--- src/rtl/core/sba_pkg.sv ---
`default_nettype none
package sba_pkg;

  localparam int GRANULE_BYTES   = 16;
  localparam int GRAN_SHIFT      = 4;
  localparam int SIZE_CLASSES    = 12;
  localparam int HEADER_BYTES    = 112;
  localparam int LOWEST_FREEABLE = 8192;
  localparam int POOL_MAX_BYTES  = 262144;
  localparam int SEG_BYTES       = 65536;
  localparam int LARGEST_CLASS   = GRANULE_BYTES << (SIZE_CLASSES - 1);
  localparam int TABLE_DEPTH     = POOL_MAX_BYTES / GRANULE_BYTES;
  localparam int TAB_AW          = $clog2(TABLE_DEPTH);
  localparam int OFF_W           = 20;
  localparam int MASK19          = 524287;

  typedef enum logic [3:0] {
    ST_OK         = 4'd0,
    ST_UNCONF     = 4'd1,
    ST_ZERO       = 4'd2,
    ST_TOO_LARGE  = 4'd3,
    ST_NO_SPACE   = 4'd4,
    ST_MISALIGNED = 4'd5,
    ST_BAD_ADDR   = 4'd6,
    ST_CROSS64K   = 4'd7,
    ST_OUTSIDE    = 4'd8,
    ST_DOUBLE     = 4'd9
  } status_e;

  typedef enum logic {
    CMD_ALLOC = 1'b0,
    CMD_FREE  = 1'b1
  } cmd_e;

  typedef enum logic [1:0] {
    CFG_BASE = 2'd0,
    CFG_INIT = 2'd1,
    CFG_CEIL = 2'd2
  } cfg_idx_e;

  typedef struct packed {
    logic [23:0] base;
    logic [18:0] init;
    logic [24:0] ceil;
  } cfg_t;

  typedef struct packed {
    cmd_e        cmd;
    logic [15:0] bytes;
    logic [23:0] addr;
  } item_t;

  typedef struct packed {
    status_e     status;
    logic [23:0] addr;
    logic [15:0] gbytes;
    logic [18:0] used;
    logic [18:0] peak;
    logic [18:0] committed;
  } result_t;

  typedef struct packed {
    logic              we;
    logic              re;
    logic [TAB_AW-1:0] addr;
    logic [4:0]        wdata;
  } tab_req_t;

  function automatic logic [3:0] class_of(logic [OFF_W-1:0] v);
    logic [3:0] k;
    k = 4'(SIZE_CLASSES);
    for (int i = SIZE_CLASSES - 1; i >= 0; i--) begin
      if (v <= (OFF_W'(GRANULE_BYTES) << i)) k = 4'(i);
    end
    return k;
  endfunction

  function automatic logic [OFF_W-1:0] floor_pow2(logic [OFF_W-1:0] v);
    logic [OFF_W-1:0] c;
    c = OFF_W'(GRANULE_BYTES);
    for (int i = 0; i < SIZE_CLASSES; i++) begin
      if (v >= (OFF_W'(GRANULE_BYTES) << i)) c = OFF_W'(GRANULE_BYTES) << i;
    end
    return c;
  endfunction

  function automatic logic is_pow2(logic [OFF_W-1:0] v);
    return (v != '0) && ((v & (v - OFF_W'(1))) == '0);
  endfunction

endpackage
`default_nettype wire

--- src/rtl/core/sba_engine.sv ---
`default_nettype none
module sba_engine (
  input  logic              clk_i,
  input  logic              rst_ni,
  input  logic              init_i,
  input  sba_pkg::cfg_t     cfg_i,
  input  logic              start_i,
  input  sba_pkg::item_t    item_i,
  output logic              idle_o,
  input  logic              res_ready_i,
  output logic              res_valid_o,
  output sba_pkg::result_t  res_o,
  output sba_pkg::tab_req_t tab_req_o,
  input  logic [4:0]        tab_rdata_i
);
  import sba_pkg::*;

  typedef enum logic [15:0] {
    S_IDLE     = 16'h0001,
    S_CLR      = 16'h0002,
    S_CHK      = 16'h0004,
    S_ALLOC    = 16'h0008,
    S_FREE     = 16'h0010,
    S_FREE_CHK = 16'h0020,
    S_SCAN     = 16'h0040,
    S_PICK     = 16'h0080,
    S_GROW     = 16'h0100,
    S_RS       = 16'h0200,
    S_RS_ACHK  = 16'h0400,
    S_RS_MRG   = 16'h0800,
    S_RS_MCHK  = 16'h1000,
    S_RS_FILE  = 16'h2000,
    S_RS_SPLIT = 16'h4000,
    S_FIN      = 16'h8000
  } state_e;

  typedef enum logic [1:0] {
    R_INIT  = 2'd0,
    R_GROW  = 2'd1,
    R_ALLOC = 2'd2,
    R_FREE  = 2'd3
  } ret_e;

  // control state
  state_e state_q, state_d;
  ret_e ret_q, ret_d;
  logic [TAB_AW-1:0] clr_q, clr_d;
  logic cfg_ok_q, cfg_ok_d;
  logic [18:0] pool_q, pool_d, used_q, used_d, peak_q, peak_d;
  logic grown_q, grown_d, pend_q, pend_d, get_ok_q, get_ok_d;
  logic [TAB_AW:0] scan_q, scan_d;
  logic [SIZE_CLASSES-1:0] seen_q, seen_d;

  // payload
  item_t item_q, item_d;
  logic [3:0] first_q, first_d;
  logic [15:0] size_q, size_d;
  logic [TAB_AW-1:0] pidx_q, pidx_d;
  logic [SIZE_CLASSES-1:0][TAB_AW-1:0] low_q, low_d;
  logic [OFF_W-1:0] rs_off_q, rs_off_d, rs_size_q, rs_size_d, rs_tgt_q, rs_tgt_d;
  status_e res_status_q, res_status_d;
  logic [23:0] res_addr_q, res_addr_d;
  logic [15:0] res_bytes_q, res_bytes_d;

  // configuration checks
  logic [25:0] bn, bn1, ceil_diff;
  logic cfg_good;
  assign bn        = 26'(cfg_i.base) + 26'(cfg_i.init);
  assign bn1       = bn - 26'd1;
  assign ceil_diff = 26'(cfg_i.ceil) - bn;
  assign cfg_good  = (cfg_i.base >= 24'(LOWEST_FREEABLE)) && (cfg_i.base[3:0] == '0)
                  && (cfg_i.init > 19'(HEADER_BYTES)) && (cfg_i.init[3:0] == '0)
                  && (20'(cfg_i.init) <= 20'(POOL_MAX_BYTES))
                  && ((cfg_i.base[15:0] == '0) || (10'(cfg_i.base[23:16]) == bn1[25:16]))
                  && (26'(cfg_i.ceil) >= bn) && (ceil_diff[15:0] == '0);

  // allocate sizing
  logic [3:0] first_c;
  logic [16:0] cls_bytes, rnd_bytes;
  logic [15:0] carve_c;
  assign first_c   = class_of(OFF_W'(item_q.bytes));
  assign cls_bytes = 17'(GRANULE_BYTES) << first_c;
  assign rnd_bytes = (17'(item_q.bytes) + 17'd255) & ~17'd255;
  assign carve_c   = (18'(cls_bytes) >= 18'(item_q.bytes) + 18'd256) ? rnd_bytes[15:0]
                                                                    : cls_bytes[15:0];

  // free checks
  logic [24:0] fr_end1, fr_lim, fr_top;
  logic [24:0] fr_diff;
  logic [OFF_W-1:0] fr_off;
  logic fr_outside;
  assign fr_end1    = 25'(item_q.addr) + 25'(item_q.bytes) - 25'd1;
  assign fr_top     = 25'(item_q.addr) + 25'(item_q.bytes);
  assign fr_lim     = 25'(cfg_i.base) + 25'(pool_q);
  assign fr_diff    = 25'(item_q.addr) - 25'(cfg_i.base);
  assign fr_off     = fr_diff[OFF_W-1:0];
  assign fr_outside = (item_q.addr < cfg_i.base) || (25'(item_q.addr) >= fr_lim)
                   || (fr_top > fr_lim);

  // class pick over the scan results
  logic found;
  logic [3:0] pick_k;
  logic [OFF_W-1:0] pick_off, pick_len;
  logic [OFF_W-1:0] used_sum;
  always_comb begin
    found  = 1'b0;
    pick_k = '0;
    for (int k = SIZE_CLASSES - 1; k >= 0; k--) begin
      if (seen_q[k] && (4'(k) >= first_q)) begin
        found  = 1'b1;
        pick_k = 4'(k);
      end
    end
  end
  assign pick_off = {low_q[pick_k], 4'b0} & OFF_W'({TAB_AW + GRAN_SHIFT{1'b1}});
  assign pick_len = OFF_W'(GRANULE_BYTES) << pick_k;
  assign used_sum = OFF_W'(used_q) + OFF_W'(size_q);

  // growth limits
  logic grow_bad;
  assign grow_bad = (26'(cfg_i.base) + 26'(pool_q) + 26'(SEG_BYTES) > 26'(cfg_i.ceil))
                 || (20'(pool_q) + 20'(SEG_BYTES) > 20'(POOL_MAX_BYTES));

  // span release helpers
  logic [OFF_W-1:0] e_len, rs_sum, rs_buddy, split_c;
  logic [23:0] res_full;
  logic [4:0] e_get;
  logic rs_done;
  assign e_get    = get_ok_q ? tab_rdata_i : 5'd0;
  assign e_len    = OFF_W'(GRANULE_BYTES) << (e_get - 5'd1);
  assign rs_sum   = rs_off_q + rs_size_q;
  assign rs_buddy = rs_off_q ^ rs_size_q;
  assign split_c  = floor_pow2(rs_size_q);
  assign res_full = cfg_i.base + 24'(pick_off);

  always_comb begin
    state_d = state_q; ret_d = ret_q; clr_d = clr_q; cfg_ok_d = cfg_ok_q;
    pool_d = pool_q; used_d = used_q; peak_d = peak_q; grown_d = grown_q;
    pend_d = pend_q; get_ok_d = get_ok_q; scan_d = scan_q; seen_d = seen_q;
    item_d = item_q; first_d = first_q; size_d = size_q; pidx_d = pidx_q;
    low_d = low_q; rs_off_d = rs_off_q; rs_size_d = rs_size_q; rs_tgt_d = rs_tgt_q;
    res_status_d = res_status_q; res_addr_d = res_addr_q; res_bytes_d = res_bytes_q;
    tab_req_o = '0;
    res_valid_o = 1'b0;
    rs_done = 1'b0;

    unique case (state_q)
      S_IDLE: begin
        if (start_i) begin
          item_d       = item_i;
          res_status_d = ST_OK;
          res_addr_d   = '0;
          res_bytes_d  = '0;
          state_d      = (item_i.cmd == CMD_FREE) ? S_FREE : S_ALLOC;
        end
      end
      S_CLR: begin
        tab_req_o.we   = 1'b1;
        tab_req_o.addr = clr_q;
        clr_d          = clr_q + TAB_AW'(1);
        if (clr_q == TAB_AW'(TABLE_DEPTH - 1)) state_d = S_CHK;
      end
      S_CHK: begin
        used_d = '0;
        peak_d = '0;
        if (cfg_good) begin
          cfg_ok_d  = 1'b1;
          pool_d    = cfg_i.init;
          rs_off_d  = OFF_W'(HEADER_BYTES);
          rs_size_d = OFF_W'(cfg_i.init) - OFF_W'(HEADER_BYTES);
          ret_d     = R_INIT;
          state_d   = S_RS;
        end else begin
          cfg_ok_d = 1'b0;
          pool_d   = '0;
          state_d  = S_IDLE;
        end
      end
      S_ALLOC: begin
        if (!cfg_ok_q) begin
          res_status_d = ST_UNCONF;
          state_d = S_FIN;
        end else if (item_q.bytes == '0) begin
          res_status_d = ST_ZERO;
          state_d = S_FIN;
        end else if (first_c >= 4'(SIZE_CLASSES)) begin
          res_status_d = ST_TOO_LARGE;
          state_d = S_FIN;
        end else begin
          first_d = first_c;
          size_d  = carve_c;
          grown_d = 1'b0;
          seen_d  = '0;
          scan_d  = '0;
          pend_d  = 1'b0;
          state_d = S_SCAN;
        end
      end
      S_FREE: begin
        state_d = S_FIN;
        if (!cfg_ok_q) res_status_d = ST_UNCONF;
        else if (item_q.bytes == '0) res_status_d = ST_ZERO;
        else if (item_q.addr[3:0] != '0) res_status_d = ST_MISALIGNED;
        else if ((item_q.addr < 24'(LOWEST_FREEABLE)) || (item_q.addr[15:0] == '0))
          res_status_d = ST_BAD_ADDR;
        else if (9'(item_q.addr[23:16]) != fr_end1[24:16]) res_status_d = ST_CROSS64K;
        else if (fr_outside) res_status_d = ST_OUTSIDE;
        else begin
          tab_req_o.re   = 1'b1;
          tab_req_o.addr = fr_off[TAB_AW+GRAN_SHIFT-1:GRAN_SHIFT];
          get_ok_d       = 1'b1;
          rs_off_d       = fr_off;
          rs_size_d      = OFF_W'(item_q.bytes);
          state_d        = S_FREE_CHK;
        end
      end
      S_FREE_CHK: begin
        if (e_get != '0) begin
          res_status_d = ST_DOUBLE;
          state_d = S_FIN;
        end else begin
          used_d  = (used_q > 19'(item_q.bytes)) ? used_q - 19'(item_q.bytes) : '0;
          ret_d   = R_FREE;
          state_d = S_RS;
        end
      end
      S_SCAN: begin
        // one read per cycle, data lands in the next cycle
        if (scan_q < pool_q[18:GRAN_SHIFT]) begin
          tab_req_o.re   = 1'b1;
          tab_req_o.addr = scan_q[TAB_AW-1:0];
          pend_d = 1'b1;
          pidx_d = scan_q[TAB_AW-1:0];
          scan_d = scan_q + (TAB_AW + 1)'(1);
        end else begin
          pend_d = 1'b0;
        end
        if (pend_q) begin
          for (int k = 0; k < SIZE_CLASSES; k++) begin
            if ((tab_rdata_i == 5'(k + 1)) && !seen_q[k]) begin
              seen_d[k] = 1'b1;
              low_d[k]  = pidx_q;
            end
          end
        end
        if ((scan_q >= pool_q[18:GRAN_SHIFT]) && !pend_q) state_d = S_PICK;
      end
      S_PICK: begin
        if (found) begin
          tab_req_o.we   = 1'b1;
          tab_req_o.addr = low_q[pick_k];
          used_d      = (used_sum > OFF_W'(MASK19)) ? 19'(MASK19) : used_sum[18:0];
          peak_d      = ((used_sum > OFF_W'(MASK19) ? 19'(MASK19) : used_sum[18:0]) > peak_q)
                        ? (used_sum > OFF_W'(MASK19) ? 19'(MASK19) : used_sum[18:0]) : peak_q;
          res_addr_d  = res_full;
          res_bytes_d = size_q;
          if (pick_len > OFF_W'(size_q)) begin
            rs_off_d  = pick_off + OFF_W'(size_q);
            rs_size_d = pick_len - OFF_W'(size_q);
            ret_d     = R_ALLOC;
            state_d   = S_RS;
          end else begin
            state_d = S_FIN;
          end
        end else if (!grown_q) begin
          state_d = S_GROW;
        end else begin
          res_status_d = ST_NO_SPACE;
          state_d = S_FIN;
        end
      end
      S_GROW: begin
        if (grow_bad) begin
          res_status_d = ST_NO_SPACE;
          state_d = S_FIN;
        end else begin
          pool_d    = pool_q + 19'(SEG_BYTES);
          grown_d   = 1'b1;
          rs_off_d  = OFF_W'(pool_q) + OFF_W'(GRANULE_BYTES);
          rs_size_d = OFF_W'(SEG_BYTES - GRANULE_BYTES);
          ret_d     = R_GROW;
          state_d   = S_RS;
        end
      end
      S_RS: begin
        if (!is_pow2(rs_size_q)) begin
          // look at the block just above the span
          get_ok_d = (rs_sum[3:0] == '0) && (rs_sum < OFF_W'(pool_q));
          tab_req_o.re   = 1'b1;
          tab_req_o.addr = rs_sum[TAB_AW+GRAN_SHIFT-1:GRAN_SHIFT];
          rs_tgt_d = rs_sum;
          state_d  = S_RS_ACHK;
        end else if (rs_size_q <= OFF_W'(LARGEST_CLASS)) begin
          state_d = S_RS_MRG;
        end else begin
          state_d = S_RS_SPLIT;
        end
      end
      S_RS_ACHK: begin
        if (e_get == '0) begin
          state_d = S_RS_SPLIT;
        end else begin
          tab_req_o.we   = 1'b1;
          tab_req_o.addr = rs_tgt_q[TAB_AW+GRAN_SHIFT-1:GRAN_SHIFT];
          rs_size_d = rs_size_q + e_len;
          state_d   = S_RS;
        end
      end
      S_RS_MRG: begin
        if ((rs_size_q < OFF_W'(LARGEST_CLASS)) && (rs_buddy != '0)
            && (rs_buddy < OFF_W'(pool_q))) begin
          get_ok_d = (rs_buddy[3:0] == '0);
          tab_req_o.re   = 1'b1;
          tab_req_o.addr = rs_buddy[TAB_AW+GRAN_SHIFT-1:GRAN_SHIFT];
          rs_tgt_d = rs_buddy;
          state_d  = S_RS_MCHK;
        end else begin
          state_d = S_RS_FILE;
        end
      end
      S_RS_MCHK: begin
        if ((e_get == '0) || (e_len != rs_size_q)) begin
          state_d = S_RS_FILE;
        end else begin
          tab_req_o.we   = 1'b1;
          tab_req_o.addr = rs_tgt_q[TAB_AW+GRAN_SHIFT-1:GRAN_SHIFT];
          if (rs_tgt_q < rs_off_q) rs_off_d = rs_tgt_q;
          rs_size_d = rs_size_q << 1;
          state_d   = S_RS_MRG;
        end
      end
      S_RS_FILE: begin
        tab_req_o.we    = (rs_off_q[3:0] == '0) && (rs_off_q[OFF_W-1:TAB_AW+GRAN_SHIFT] == '0);
        tab_req_o.addr  = rs_off_q[TAB_AW+GRAN_SHIFT-1:GRAN_SHIFT];
        tab_req_o.wdata = 5'(class_of(rs_size_q)) + 5'd1;
        rs_done = 1'b1;
      end
      S_RS_SPLIT: begin
        if (rs_size_q >= OFF_W'(GRANULE_BYTES)) begin
          tab_req_o.we    = (rs_off_q[3:0] == '0)
                         && (rs_off_q[OFF_W-1:TAB_AW+GRAN_SHIFT] == '0);
          tab_req_o.addr  = rs_off_q[TAB_AW+GRAN_SHIFT-1:GRAN_SHIFT];
          tab_req_o.wdata = 5'(class_of(split_c)) + 5'd1;
          rs_off_d  = rs_off_q + split_c;
          rs_size_d = rs_size_q - split_c;
        end else begin
          rs_done = 1'b1;
        end
      end
      S_FIN: begin
        if (res_ready_i) begin
          res_valid_o = 1'b1;
          state_d = S_IDLE;
        end
      end
      default: state_d = S_IDLE;
    endcase

    if (rs_done) begin
      case (ret_q)
        R_INIT:  state_d = S_IDLE;
        R_GROW: begin
          seen_d  = '0;
          scan_d  = '0;
          pend_d  = 1'b0;
          state_d = S_SCAN;
        end
        default: state_d = S_FIN;
      endcase
    end

    // a configuration write restarts the clearing pass
    if (init_i) begin
      state_d = S_CLR;
      clr_d   = '0;
    end
  end

  always_ff @(posedge clk_i or negedge rst_ni) begin
    if (!rst_ni) begin
      state_q  <= S_CLR;
      ret_q    <= R_INIT;
      clr_q    <= '0;
      cfg_ok_q <= 1'b0;
      pool_q   <= '0;
      used_q   <= '0;
      peak_q   <= '0;
      grown_q  <= 1'b0;
      pend_q   <= 1'b0;
      get_ok_q <= 1'b0;
      scan_q   <= '0;
      seen_q   <= '0;
    end else begin
      state_q  <= state_d;
      ret_q    <= ret_d;
      clr_q    <= clr_d;
      cfg_ok_q <= cfg_ok_d;
      pool_q   <= pool_d;
      used_q   <= used_d;
      peak_q   <= peak_d;
      grown_q  <= grown_d;
      pend_q   <= pend_d;
      get_ok_q <= get_ok_d;
      scan_q   <= scan_d;
      seen_q   <= seen_d;
    end
  end

  always_ff @(posedge clk_i) begin
    item_q       <= item_d;
    first_q      <= first_d;
    size_q       <= size_d;
    pidx_q       <= pidx_d;
    low_q        <= low_d;
    rs_off_q     <= rs_off_d;
    rs_size_q    <= rs_size_d;
    rs_tgt_q     <= rs_tgt_d;
    res_status_q <= res_status_d;
    res_addr_q   <= res_addr_d;
    res_bytes_q  <= res_bytes_d;
  end

  assign idle_o = (state_q == S_IDLE);
  assign res_o  = '{status: res_status_q, addr: res_addr_q, gbytes: res_bytes_q,
                    used: used_q, peak: peak_q, committed: pool_q};

  a_rw_excl: assert property (@(posedge clk_i) disable iff (!rst_ni)
    !(tab_req_o.we && tab_req_o.re))
    else $error("table read and write in one cycle");

  a_peak: assert property (@(posedge clk_i) disable iff (!rst_ni)
    peak_q >= used_q)
    else $error("peak below used bytes");

  a_pool_max: assert property (@(posedge clk_i) disable iff (!rst_ni)
    20'(pool_q) <= 20'(POOL_MAX_BYTES))
    else $error("pool beyond maximum");

  a_unconf: assert property (@(posedge clk_i) disable iff (!rst_ni)
    (state_q == S_IDLE && !cfg_ok_q) |-> (pool_q == '0))
    else $error("unconfigured pool has size");

  a_res_only_fin: assert property (@(posedge clk_i) disable iff (!rst_ni)
    res_valid_o |=> (state_q == S_IDLE || state_q == S_CLR))
    else $error("result without return to idle");

endmodule
`default_nettype wire

--- config.mk ---
export PLATFORM = sky130hd
export DESIGN_NAME = sba_engine
export DESIGN_NICKNAME = d
export VERILOG_FILES = /design/src/rtl/core/sba_pkg.sv /design/src/rtl/core/sba_engine.sv
export SDC_FILE = /design/constraint.sdc
export NUM_CORES = 2
export LEC_CHECK = 0
export BUFFER_PORTS_ARGS = -buffer_cell sky130_fd_sc_hd__buf_2
export CAP_MARGIN = 20
export CORE_ASPECT_RATIO = 1.25
export CORE_MARGIN = 2
export CORE_UTILIZATION = 57
export DETAILED_ROUTE_END_ITERATION = 10
export PLACE_DENSITY = 0.76
export SLEW_MARGIN = 30
export SYNTH_ARGS = -nofsm -noshare
export SYNTH_HDL_FRONTEND = slang
export SYNTH_SLANG_ARGS = --single-unit
export TNS_END_PERCENT = 10
--- constraint.sdc ---
create_clock -name clk_i -period 8.05 [get_ports clk_i]
set_input_delay 0.4025 -clock clk_i [delete_from_list [all_inputs] [get_ports clk_i]]
set_output_delay 0.4025 -clock clk_i [all_outputs]
set_load 0.01 [all_outputs]
[Word level (Yosys, flattened, before mapping)]
Index checks and enable logic that the tools add are counted.
Operators by class
  equal/unequal tests: 66
  mux-type cells: 251
  reduce and logical (&&, ||, !) cells: 113
  $add $sub $neg: 30
  bitwise logic cells: 4
  $lt $le $gt $ge: 83
  shifts and indexed selects: 3
Operators by type and width (count)
  2-to-1 mux 20 bit: 38
  2-to-1 mux 16 bit: 24
  2-to-1 mux 15 bit: 17
  one-hot mux 16 bit (15 select lines): 1
  2-to-1 mux 4 bit: 59
  2-to-1 mux 19 bit: 9
  one-hot mux 14 bit (10 select lines): 1
  one-hot mux 20 bit (7 select lines): 1
  one-hot mux 20 bit (6 select lines): 1
  2-to-1 mux 14 bit: 8
  one-hot mux 19 bit (2 select lines): 2
  adder 24 x 19 -> 25 bit: 3
  2-to-1 mux 12 bit: 6
  zero test 16 bit: 4
  one-hot mux 16 bit (2 select lines): 2
  adder 20 bit: 3
  one-hot mux 19 bit (3 select lines): 1
  binary-select mux 14 bit (select 4 bit): 1
  != test 2 bit (second input constant): 26
  2-to-1 mux 1 bit: 50
  2-to-1 mux 24 bit: 2
  one-hot mux 24 bit (2 select lines): 1
  AND reduction 3 bit: 16
  greater-than comparator 20 x 19 -> 1 bit (second input constant): 2
  154 further kinds: 272
Word-level totals
  flip-flop bits (word level): 466
  input bits: 119
  output and inout port bits: 124
  word-level logic and storage cells: 586

[Logic depth before layout (Yosys ltp)]
  depth after elaboration: 30
  gate-level depth with buffers: 29

[Least setup slack after synthesis]
Ideal clock, no wire load.
  kind: reg-to-reg
  start point: register pool_q[2]
  end point: register rs_size_q[0], enable pin
  required time: 7.622 ns
  path slack: 1.043 ns
  stages on the path, launching flop included: 28
  period minus slack after synthesis: 7.007 ns
  arrival: 6.578 ns
  buffers on the path: 0
  cell sequence: dfrtp_1 > ha_1 > fa_1 > nor2b_1 > o21ai_0 > a21oi_1 > o21bai_1 > a21boi_0 > o21ai_0 > a21oi_1 > o41ai_1 > o21ai_0 > o21a_1 > nor2_1 > xnor2_1 > ha_1 > a21o_1 > a21o_1 > a21o_1 > a21oi_1 > nor2b_1 > o21ai_0 > o311ai_0 > o21ai_0 > a21oi_1 > a21oi_1 > nand4_4 > a211oi_1
On the way
  longest elaborated chain between the ends: 6
Ends and longest elaborated chain
  start, declared: RTL line sba_engine.sv:49  | logic [18:0] pool_q, pool_d, used_q, used_d, peak_q, peak_d;
  start signal, assigned: RTL line sba_engine.sv:398  | pool_q <= pool_d;
  adder 24 x 19 -> 25 bit: RTL line sba_engine.sv:94, sba_engine.sv:121
  adder 25 x 17 -> 26 bit or greater-or-equal comparator 24 x 25 -> 1 bit (tied branches): RTL line sba_engine.sv:121, sba_engine.sv:97
  greater-than comparator 26 x 25 -> 1 bit or logical OR 1 bit (tied branches): RTL line sba_engine.sv:121, sba_engine.sv:97
  logical OR 1 bit, on equally long branches: RTL line sba_engine.sv:122, sba_engine.sv:98
  != test 2 bit (no line)
  AND reduction 14 bit (no line) (*)
  end signal, assigned: RTL line sba_engine.sv:416  | rs_size_q <= rs_size_d;
  end, declared: RTL line sba_engine.sv:60  | logic [OFF_W-1:0] rs_off_q, rs_off_d, rs_size_q, rs_size_d, rs_tgt_q, rs_tgt_d;
Mark *: on every way between the ends. The rest lies on a longest branch, timed or not.
A chain may end at the register's enable or synchronous reset.

==> results.py <==
metrics = {
    "sta": {
        "worst_pin_slew_ps": 1130,
        "setup_tns_ps": 0,
        "slew_viol_final": 0,
        "timing.fmax_mhz": 141,
        "fin_crit_ps": 7090,
        "final.setup.worst_slack_ps": 959,
        "grt_setup_unrepaired": "no",
        "slew_headroom_pct": 24.2,
        "hold_viol": 0,
        "worst_clock_skew_ps": 51.4,
        "setup_viol": 0,
        "fin_crit_sh_pct": 88.1,
        "whs_ps": 91.9,
    },
    "synthesis": {
        "synth_cells": 4258,
        "synth_seq_cells": 458,
        "synth_area_per_cell_um2": 9.02,
        "async_reset_ff_share_pct": 26.2,
        "synth_edf_count": 338,
        "yosysUniqueCellTypes": 113,
        "synthesis.area_mm2": 0.0384,
        "ys_seq_area_share_pct": 34.2,
        "synth_warnings": 0,
        "synth_ff_type": "edfxtp_1",
    },
    "placed_design": {
        "placement.io_buffers": 238,
        "dp_slack_ps": 1010,
        "routabilityCongestion": 1.06,
        "hpwl_mm": 115,
        "dpl_cell_area_mm2": 0.0408,
    },
    "setup_path": {
        "crit_family": "compound AO/OA/AOI/OAI gates",
        "worst_setup_path_start_kind": "register",
        "r2r_setup_slack_ps": 1040,
        "required_ps": 7650,
        "crit_buf_inv": 4,
        "slowest_stage": "dfrtp_1",
        "critPathMaxFanout": 13,
        "crit_type": "register to primary output",
        "end_kind": "primary output",
        "max_stage_delay_ps": 500,
        "crit_arrival_ps": 6690,
    },
    "clocking": {
        "cts_setup_buffers": 0,
        "max-clock-path-buffers": 3,
        "cts_buffers": 49,
        "cts-htree-levels": 2,
        "clkLatencyLatePin_ps": 650,
        "clock-sinks": 458,
        "clkTransAtPathRegs_ps": 60,
        "root_buffer": "clkbuf_16",
        "cts-resized-gates": 0,
        "cts_tree": "yes",
    },
    "global_routing": {
        "grt_pass1_wl_mm": 218,
        "grt_max_degree": 63,
        "grt_antenna_before_repair": 10,
        "grt_pass1_vias": 35326,
        "grt_overflow": 0,
        "grtUsageTotal_pct": 42.0,
    },
    "power_and_ir_drop": {
        "peakVddDrop_uv": 197,
        "internal_power_w": 0.00526,
        "power_switching_w": 0.00323,
        "pwr-share-comb_pct": 38.4,
        "p_leak_nw": 18.1,
        "p_per_area_mw_per_mm2": 198,
        "swShare_pct": 38.0,
        "pwr-share-seq_pct": 34.0,
        "clkPwrFrac_pct": 27.6,
        "fin_total_pwr_w": 0.00849,
    },
    "floorplan": {
        "ios": 243,
        "die_area_mm2": 0.0695,
        "coreArea_mm2": 0.0668,
        "die_x_um": 236,
        "start_util_pct": 57.5,
        "rows": 106,
        "die_h_um": 294,
    },
    "finish": {
        "drive_gt1_share_pct": 11.1,
        "final_area_mm2": 0.0429,
        "layout_commonest_cell": "ha_1",
        "multi_input_area_mm2": 0.0238,
        "regArea_mm2": 0.0132,
        "syn_to_final_growth_pct": 11.7,
        "fill_cells": 5768,
        "final_cell_mix": "427 x ha_1, 349 x nor2_1, 348 x nand2_1",
        "nets": 5076,
    },
    "drt": {
        "first_iter_violations": 3985,
        "drt-total-wl_mm": 148,
        "ant_nets": 0,
        "drtPass1Iterations": 8,
        "viasPerCell": 6.71,
        "drc_errors": 0,
        "vias": 36332,
        "wl_per_cell_um": 27.4,
    },
    "run_status": {
        "status": "finished, final reports clean",
    },
    "worst_hold_path": {
        "hp-class": "input pin to register",
    },
    "job": {
        "drv_cap": 0,
    },
}
-- cell type report --
type	instances	area share, %
sequential	458	30.7
multi-input combinational	3358	55.4
timing repair buffer	353	5.08
clock buffer	72	3.35
clock inverter	18	0.449
tap	864	2.52
antenna	5	0.0292
inverter	283	2.48
-- synthesized netlist by cell type, types with 15 or more instances --
library cell,instances,share of area [%]
a2111oi_0,16,0.36
a211oi_1,32,0.63
a21boi_0,28,0.55
a21o_1,132,2.6
a21oi_1,309,4.0
a221o_1,15,0.39
a221oi_1,38,0.87
a222oi_1,19,0.49
a22o_1,18,0.41
a311oi_1,16,0.36
a31oi_1,45,0.73
and2_1,24,0.39
and3_1,35,0.57
buf_2,18,0.23
clkbuf_1,124,1.2
dfrtp_1,119,7.8
edfxtp_1,338,26
fa_1,27,1.4
ha_1,427,14
inv_1,279,2.7
mux2i_1,25,0.65
nand2_1,348,3.4
nand2b_1,44,0.72
nand3_1,126,1.6
nand4_1,62,1.0
nor2_1,360,3.5
nor2b_1,59,0.96
nor3_1,117,1.5
nor3b_1,19,0.37
nor4_1,53,0.86
o2111ai_1,16,0.36
o211ai_1,28,0.55
o21a_1,51,1.0
o21ai_0,233,3.0
o21bai_1,29,0.57
o22ai_1,34,0.55
o311ai_0,15,0.34
o31ai_1,21,0.41
or2_2,22,0.36
or3_1,25,0.41
xnor2_1,171,3.9
xor2_1,76,1.7
-- cell families (layout without fill, tap and decap cells) --
| kind of cell | Yosys count | count (layout) | share of synthesized area, % |
|---|---|---|---|
| AOI/OAI and AO/OA | 1221 | 1221 | 21.3 |
| DFF | 458 | 458 | 34.2 |
| xor gates and xnor gates | 248 | 248 | 5.67 |
| and+or+nand+nor | 1391 | 1391 | 18.0 |
| muxes | 38 | 38 | 1.03 |
| adders and majority gates | 456 | 456 | 15.4 |
| other | 1 | 9 | 0.00976 |
| buffers and inverters | 445 | 726 | 4.46 |
-- stage by stage --
step | util [%] | std cells
after detailed placement | 61.0 | 5272
final | 64.2 | 5411
after global placement | 61.0 | 5271
after CTS | 64.1 | 5404
after global routing | 64.2 | 5407
after floorplan | - | 4261
-- worst paths after layout --
kind / startpoint / to / cells past startpoint
max in group asynchronous: rst_ni / pool_q[3]$_DFFE_PN0P_ / 3
worst max-delay path: pool_q[1]$_DFFE_PN0P_ / tab_req_o[6] / 28
worst max register to register: pool_q[6]$_DFFE_PN0P_ / rs_off_q[16]$_SDFFCE_PN0P_ / 26
worst min register to register: grown_q$_DFFE_PN0P_ / state_q[8]$_DFFE_PN0P_ / 1
min in group asynchronous: rst_ni / scan_q[7]$_DFF_PN0_ / 2
worst min-delay path: cfg_i[40] / pool_q[15]$_DFFE_PN0P_ / 2
-- flip-flops by register name (all words and copies together) (netlist names), 2 cells and up --
signal        cells
scan_q           15
low_q           168
res_bytes_q      12
res_addr_q       24
res_status_q      4
used_q           19
first_q           4
pool_q           19
rs_size_q        20
state_q          16
pidx_q           14
item_q           40
ret_q             2
peak_q           19
rs_tgt_q         20
size_q           12
clr_q            14
seen_q           12
rs_off_q         20
-- power groups by stage --
stage          Clock (W)  Sequential (W)  Combinational, W
2_1_floorplan          0         0.00286           0.00215
3_3_place_gp           0         0.00292           0.00307
3_5_place_dp           0         0.00293           0.00312
4_1_cts          0.00235         0.00288           0.00317
5_1_grt          0.00244         0.00289           0.00356
6_report         0.00234         0.00289           0.00326
-- what timing repair did --
item | 4_1_cts | 5_1_grt
endpoints found under the hold margin | 103 | 0
setup endpoints to repair | 0 | 0
hold buffers | 42 | 0
-- metal layers --
metal	global-route usage (%)	routed length, um	up-vias
li1	-	-	16387
met1	46.3	51100	17219
met2	68.8	67600	1995
met3	9.66	14100	719
met4	36.2	15500	12
met5	0	82	-
No activity file was read; power rests on OpenSTA's default activity.
